<file path="config.mk">
export PLATFORM = sky130hd
export DESIGN_NAME = trusted_proxy_cidr_match_unit
export DESIGN_NICKNAME = d
export VERILOG_FILES = /design/src/design/tpcm_pkg.sv /design/src/design/tpcm_rule_match.sv /design/src/design/trusted_proxy_cidr_match_unit.sv
export SDC_FILE = /design/constraint.sdc
export NUM_CORES = 1
export LEC_CHECK = 0
export ABC_CLOCK_PERIOD_IN_PS = 29400
export BUFFER_PORTS_ARGS = -buffer_cell sky130_fd_sc_hd__buf_2
export CAP_MARGIN = 20
export CORE_MARGIN = 2
export CORE_UTILIZATION = 35
export DETAILED_ROUTE_END_ITERATION = 7
export PLACE_DENSITY_LB_ADDON = 0.1
export SETUP_SLACK_MARGIN = 0.5
export SYNTH_ARGS = -nofsm -noshare
export SYNTH_HDL_FRONTEND = slang
export SYNTH_HIERARCHICAL = 1
export SYNTH_SLANG_ARGS = --single-unit
export TNS_END_PERCENT = 20
</file>
<file path="constraint.sdc">
create_clock -name clk -period 29.4 [get_ports clk]
set_clock_uncertainty 0.15 [all_clocks]
set_input_delay 5.88 -clock clk [delete_from_list [all_inputs] [get_ports clk]]
set_output_delay 5.88 -clock clk [all_outputs]
set_load 0.02 [all_outputs]
</file>
<file path="src/design/tpcm_pkg.sv">
// tpcm_pkg: shared types and codes for the trusted proxy cidr match unit
// holds the request/response transaction structs, the rule entry and command codes
// no dependencies
package tpcm_pkg;

  localparam logic [1:0] CMD_CLEAR   = 2'd0;
  localparam logic [1:0] CMD_ADD     = 2'd1;
  localparam logic [1:0] CMD_RESOLVE = 2'd2;

  localparam logic [1:0] FAM_NONE = 2'd0;
  localparam logic [1:0] FAM_V4   = 2'd1;
  localparam logic [1:0] FAM_V6   = 2'd2;

  localparam logic [1:0] STAT_OK   = 2'd0;
  localparam logic [1:0] STAT_BAD  = 2'd1;
  localparam logic [1:0] STAT_FULL = 2'd2;

  localparam logic [7:0] V4_BITS = 8'd32;
  localparam logic [7:0] V6_BITS = 8'd128;

  typedef struct packed {
    logic [1:0]  command;
    logic [1:0]  family;
    logic [63:0] address_high;
    logic [63:0] address_low;
    logic [7:0]  prefix_length;
    logic        fwd_valid;
    logic        fwd_is_v6;
    logic [63:0] fwd_address_high;
    logic [63:0] fwd_address_low;
  } req_t;

  typedef struct packed {
    logic [1:0]  status;
    logic        trusted;
    logic        used_forwarded;
    logic [1:0]  out_family;
    logic [63:0] out_address_high;
    logic [63:0] out_address_low;
  } rsp_t;

  typedef struct packed {
    logic        is_v6;
    logic [7:0]  prefix;
    logic [63:0] addr_high;
    logic [63:0] addr_low;
  } rule_t;

endpackage

</file>
<file path="src/design/tpcm_rule_match.sv">
// tpcm_rule_match: compares one stored rule against the peer address
// builds the prefix mask from the rule's length and checks family and leading bits
// depends on tpcm_pkg
module tpcm_rule_match import tpcm_pkg::*; (
  input  rule_t       rule,
  input  logic        peer_v6,
  input  logic [63:0] peer_high,
  input  logic [63:0] peer_low,
  output logic        match
);

  logic [127:0] mask6;
  logic [31:0]  mask4;
  logic         hit6;
  logic         hit4;

  // top prefix bits set; stored prefix never exceeds the family width
  assign mask6 = ~({128{1'b1}} >> rule.prefix);
  assign mask4 = ~({32{1'b1}} >> rule.prefix);

  assign hit6 = ((({peer_high, peer_low} ^ {rule.addr_high, rule.addr_low}) & mask6) == '0);
  assign hit4 = (((peer_low[31:0] ^ rule.addr_low[31:0]) & mask4) == '0);

  assign match = (rule.is_v6 == peer_v6) && (peer_v6 ? hit6 : hit4);

endmodule

</file>
<file path="src/design/trusted_proxy_cidr_match_unit.sv">
// trusted_proxy_cidr_match_unit: trusted proxy rule table with client address resolve
// rules live in a synchronous memory, a resolve scans it one entry per cycle
// depends on tpcm_pkg and tpcm_rule_match
//
//   channel | signals                  | direction | payload
//   req     | req_valid, req_ready     | in        | req_t: command, peer, forwarded address
//   rsp     | rsp_valid, rsp_ready     | out       | rsp_t: status, trusted, effective address
//
// clear, add and unknown commands pass from acceptance to the done state and then to a response transaction.
// a resolve with n stored rules scans at most n entries: the memory read port gives one
// entry per cycle and the compare acts on the read in the next cycle; a hit ends the scan early.
// rst empties the table (rule count to zero) and drops any pending transaction.
// req_ready is high whenever no command is in flight, even while a response waits;
// a finished command holds in its result register until the response register frees up.
module trusted_proxy_cidr_match_unit import tpcm_pkg::*; #(
  parameter int TABLE_DEPTH = 8
) (
  input  logic clk,
  input  logic rst,
  input  logic req_valid,
  output logic req_ready,
  input  req_t req,
  output logic rsp_valid,
  input  logic rsp_ready,
  output rsp_t rsp
);

  localparam int IDX_W = (TABLE_DEPTH > 1) ? $clog2(TABLE_DEPTH) : 1;
  localparam int CNT_W = $clog2(TABLE_DEPTH + 1);

  typedef enum logic [1:0] {
    S_IDLE,
    S_SCAN,
    S_DONE
  } state_t;

  state_t           state;
  logic [CNT_W-1:0] rule_count;
  logic [CNT_W-1:0] issue_idx;
  logic             chk_valid;
  req_t             cur;
  rsp_t             res;
  rsp_t             start_res;

  rule_t            rule_mem [TABLE_DEPTH];
  rule_t            rd_data;
  rule_t            wr_entry;
  logic             mem_we;
  logic             rd_en;
  logic             match;

  logic             accept;
  logic             fam_ok;
  logic             prefix_ok;
  logic             table_full;
  logic             start_scan;
  logic             load_rsp;
  logic             peer_v6;
  logic [63:0]      fwd_high;
  logic [63:0]      fwd_low;
  logic             use_fwd;

  assign req_ready = (state == S_IDLE);
  assign accept    = req_valid && req_ready;

  assign fam_ok     = (req.family == FAM_V4) || (req.family == FAM_V6);
  assign prefix_ok  = (req.family == FAM_V6) ? (req.prefix_length <= V6_BITS)
                                             : (req.prefix_length <= V4_BITS);
  assign table_full = (rule_count == CNT_W'(TABLE_DEPTH));

  assign mem_we = accept && (req.command == CMD_ADD) && fam_ok && prefix_ok && !table_full;

  assign start_scan = (req.command == CMD_RESOLVE) && fam_ok && (rule_count != '0);
  assign load_rsp   = (state == S_DONE) && (!rsp_valid || rsp_ready);

  always_comb begin
    wr_entry.is_v6     = (req.family == FAM_V6);
    wr_entry.prefix    = req.prefix_length;
    wr_entry.addr_high = (req.family == FAM_V6) ? req.address_high : 64'd0;
    wr_entry.addr_low  = (req.family == FAM_V6) ? req.address_low
                                                : {32'd0, req.address_low[31:0]};
  end

  // response fields known at acceptance
  always_comb begin
    start_res = '0;
    case (req.command)
      CMD_ADD: begin
        if (!fam_ok || !prefix_ok) begin
          start_res.status = STAT_BAD;
        end else if (table_full) begin
          start_res.status = STAT_FULL;
        end
      end
      CMD_RESOLVE: begin
        if (fam_ok) begin
          start_res.out_family       = req.family;
          start_res.out_address_high = (req.family == FAM_V6) ? req.address_high : 64'd0;
          start_res.out_address_low  = (req.family == FAM_V6) ? req.address_low
                                       : {32'd0, req.address_low[31:0]};
        end
      end
      default: begin
      end
    endcase
  end

  assign rd_en = (state == S_SCAN) && (issue_idx != rule_count);

  always_ff @(posedge clk) begin
    if (mem_we) begin
      rule_mem[rule_count[IDX_W-1:0]] <= wr_entry;
    end
    if (rd_en) begin
      rd_data <= rule_mem[issue_idx[IDX_W-1:0]];
    end
  end

  assign peer_v6 = (cur.family == FAM_V6);

  tpcm_rule_match u_match (
    .rule      (rd_data),
    .peer_v6   (peer_v6),
    .peer_high (cur.address_high),
    .peer_low  (cur.address_low),
    .match     (match)
  );

  // forwarded address as it would be given, and whether it is specified
  assign fwd_high = cur.fwd_is_v6 ? cur.fwd_address_high : 64'd0;
  assign fwd_low  = cur.fwd_is_v6 ? cur.fwd_address_low : {32'd0, cur.fwd_address_low[31:0]};
  assign use_fwd  = cur.fwd_valid && ((fwd_high | fwd_low) != 64'd0);

  always_ff @(posedge clk) begin
    if (rst) begin
      state      <= S_IDLE;
      rule_count <= '0;
      issue_idx  <= '0;
      chk_valid  <= 1'b0;
      rsp_valid  <= 1'b0;
    end else begin
      if (load_rsp) begin
        rsp_valid <= 1'b1;
      end else if (rsp_ready) begin
        rsp_valid <= 1'b0;
      end

      case (state)
        S_IDLE: begin
          if (accept) begin
            cur       <= req;
            res       <= start_res;
            issue_idx <= '0;
            chk_valid <= 1'b0;
            state     <= start_scan ? S_SCAN : S_DONE;
            case (req.command)
              CMD_CLEAR: begin
                rule_count <= '0;
              end
              CMD_ADD: begin
                if (fam_ok && prefix_ok && !table_full) begin
                  rule_count <= rule_count + CNT_W'(1);
                end
              end
              default: begin
              end
            endcase
          end
        end

        S_SCAN: begin
          chk_valid <= rd_en;
          if (rd_en) begin
            issue_idx <= issue_idx + CNT_W'(1);
          end
          if (chk_valid && match) begin
            res.trusted <= 1'b1;
            if (use_fwd) begin
              res.used_forwarded   <= 1'b1;
              res.out_family       <= cur.fwd_is_v6 ? FAM_V6 : FAM_V4;
              res.out_address_high <= fwd_high;
              res.out_address_low  <= fwd_low;
            end
            state <= S_DONE;
          end else if (chk_valid && (issue_idx == rule_count)) begin
            // last entry checked without a hit
            state <= S_DONE;
          end
        end

        S_DONE: begin
          if (load_rsp) begin
            rsp   <= res;
            state <= S_IDLE;
          end
        end

        default: begin
          state <= S_IDLE;
        end
      endcase
    end
  end

endmodule
</file>
==> impl_metrics.csv <==
group,metric,value,unit
clock_tree,max-clock-path-buffers,3,
setup_path,r2r_slack,22.73,ns
place,hpwl,116000,um
cells_and_area,final_common_cell,"edfxtp_1",
floorplanning,core-area,192000,sq um
global_route,grt_start_max_net_pins,122,
routing,postRouteWirelength,193000,um
sta,rsz0062_at_grt,"no",
yosys,synthCells,3186,
sta,worst_pin_slew,1.11,ns
clock_tree,cts_tree,"done",
sta,hold_violations,0,
routing,firstDrtPassIters,5,
yosys,synth_edf_count,1761,
job,drv_cap,0,
setup_path,start_kind,"input pin",
floorplanning,initial_core_util,35.1,%
clock_tree,cts.hold.buffers_added,0,
setup_path,cpMostUsedCell,"buf_4",
clock_tree,cts.sinks,1773,
setup_path,criticalPathCategory,"in -> reg",
setup_path,r2r_cells,13,
global_route,grt_pass1_vias,34700,
sta,max_freq,0.102,GHz
sta,setup_violations,0,
pwr,p_leak,25.0,nW
yosys,synth_top_area_share,78.4,%
routing,vias,33400,
global_route,grtUsageTotal,19.5,%
routing,drc,0,
floorplanning,die_y,443,um
setup_path,crit_end,"rule_mem[2][14]",
sta,max_slew_margin,26.2,%
setup_path,r2r-start,"rd_data[135]",
clock_tree,cts.repair.resized,0,
pwr,ir_drop,0.0540,mV
yosys,ys_seq_elements,1773,
yosys,seq_area_frac_synth,78.8,%
routing,drtIter0Drc,3195,
floorplanning,rows,161,
clock_tree,post_cts_buffers,0,
pwr,pwr_density_cell,66.9,nW/um^2
sta,min_period,9.78,ns
yosys,ys_top_cells_by_area,"edfxtp_1 (78%), mux4_2 (9.2%), mux2_2 (2.3%)",
clock_tree,h-tree-depth,4,
cells_and_area,layout.cells.non_filler,6392,
clock_tree,clk_pin_slew,0.06,ns
place,dp_cells,6030,
outcome,status,"completed",
place,portBuffers,409,
setup_path,cp_cell_sequence,"buf_2, inv_1, ha_4, o21ai_0, a2111o_1, nor2_4, buf_4, buf_4",
setup_path,cpMaxStageDelayCell,"nor2_4",
cells_and_area,nets,3979,
yosys,synth_top_area_cell,"edfxtp_1",
floorplanning,io_pins,410,
clock_tree,cts_root_buffer,"clkbuf_16",
setup_path,reg2reg_to,"res[91]",
sta,drv_slew,0,
yosys,synth_flop_cell,"edfxtp_1",
yosys,avgSynthCellArea,21.2,sq um
routing,drt-vias-per-instance,5.23,
clock_tree,clk_latency,0.84,ns
setup_path,cp_slowest_stage_delay,0.79,ns
setup_path,required,29.70,ns
global_route,antenna_found_initial,19,
yosys,synth_nets,3466,
hold_path,min_path_type,"reg -> reg",
setup_path,startpoint,"req[266]",
routing,wl_per_cell,30.1,um
yosys,netlist_area,67400,sq um
setup_path,cp_max_fo,52,
global_route,grt_pass1_wl,269000,um
floorplanning,die_area,196000,sq um
cells_and_area,drive_above_1_share,30.9,%
clock_tree,cts_buffers,193,
cells_and_area,syn_to_final_growth,16.7,%
setup_path,cp.arrival,10.07,ns
sta,fin_crit_sh,33.2,%
place,gp_congestion,0.898,
sta,tns,0,ns
yosys,async_flop_share,0,%
setup_path,end_kind,"flop",
floorplanning,die_w,443,um
cells_and_area,final_cell_mix,"edfxtp_1 (1,761), buf_2 (409), mux4_2 (274)",
yosys,yosysWarnings,6,
global_route,grt-ovfl-total,0,
yosys,synthDistinctLibCells,86,
routing,drt.antenna.violating_nets,0,
-- Yosys cell counts (all sizes together), types with 8 or more instances --
cell and n:
o22ai 10, o211ai 11, mux4 274, buf 79, nor4 41, nand2b 8
inv 17, nor2 43, nand3 17, nand4 19, and2 101, nor3 15
or4 9, o21ai 58, clkbuf 75, xnor2 61, nand2 36, xor2 76
dfxtp 12, a21oi 56, mux2 137, a22o 129, edfxtp 1761
-- worst max-delay path: cells and delay by family --
family | cells | cell delay, ns
adders and majority gates | 1 | 0.62
buffers and inverters | 4 | 1.68
and+or+nand+nor | 1 | 0.79
AOI/OAI and AO/OA | 2 | 1.05
-- sequential cells by signal (all words and copies together), names as in the netlist --
register	cells
chk_valid	1
rsp_valid	1
rd_data	137
res	134
cur	260
rsp	134
rule_count	4
rule_mem	1096
issue_idx	4
state	2
-- where the power goes --
group | switching [W] | total (W) | internal (W) | leakage [nW]
sequential | 0.0000198 | 0.00283 | 0.00281 | 16.3
clock | 0.00101 | 0.00230 | 0.00129 | 2.92
combinational | 0.0000996 | 0.000133 | 0.0000331 | 5.79
total | 0.00113 | 0.00527 | 0.00414 | 25.0
-- area by class of cell --
type,count,area [sq um]
clock inverters,112,908
clock buffers,241,5050
fillers,17000,113000
multi-input cells,1241,13700
inverters,18,67.6
flip-flops and latches,1773,53100
repair buffers,472,2630
diodes,9,22.5
well taps,2526,3160
-- how the worst min path moves through the flow --
stage,from,end,slack (ns),cells after the start
finish,res[90],rsp[90],0.26,0
global route,res[90],rsp[90],0.27,0
CTS,res[90],rsp[90],0.26,0
detailed placement,res[35],rsp[35],0.25,0
global placement,res[25],rsp[25],0.25,0
floorplan,res[0],rsp[0],0.25,0
-- cell families after synthesis --
kind of cell / count (synthesis) / synth area share [%]
buffers and inverters: 172 / 1.10
XOR/XNOR: 137 / 1.78
flip-flops: 1773 / 78.8
multiplexers: 412 / 11.5
adder cells (fa/ha/maj): 8 / 0.141
AND/OR/NAND/NOR: 332 / 2.86
AO/OA/AOI/OAI: 352 / 3.88
-- through the flow --
step | cell area, sq um | power [W] | setup WS (ns) | hold slack, ns | utilization (%)
2_1_floorplan | 67400 | 0.00294 | 5.66 | 0.250 | -
3_3_place_gp | 72700 | 0.00302 | 18.60 | 0.251 | 37.9
3_5_place_dp | 72700 | 0.00302 | 18.55 | 0.255 | 37.9
4_1_cts | 78700 | 0.00533 | 19.46 | 0.255 | 41.0
5_1_grt | 78700 | 0.00543 | 19.29 | 0.267 | 41.0
6_report | 78700 | 0.00527 | 19.62 | 0.257 | 41.0
-- routing by layer --
metal  global-route usage [%]  wire (um)  vias up
met5                        0          0        -
met4                     6.33       5740        0
met3                     3.37       9460      259
met2                     32.2      94600      993
met1                     26.1      82800    17900
li1                         -          -    14300
Power figures use the tool's default switching activity.
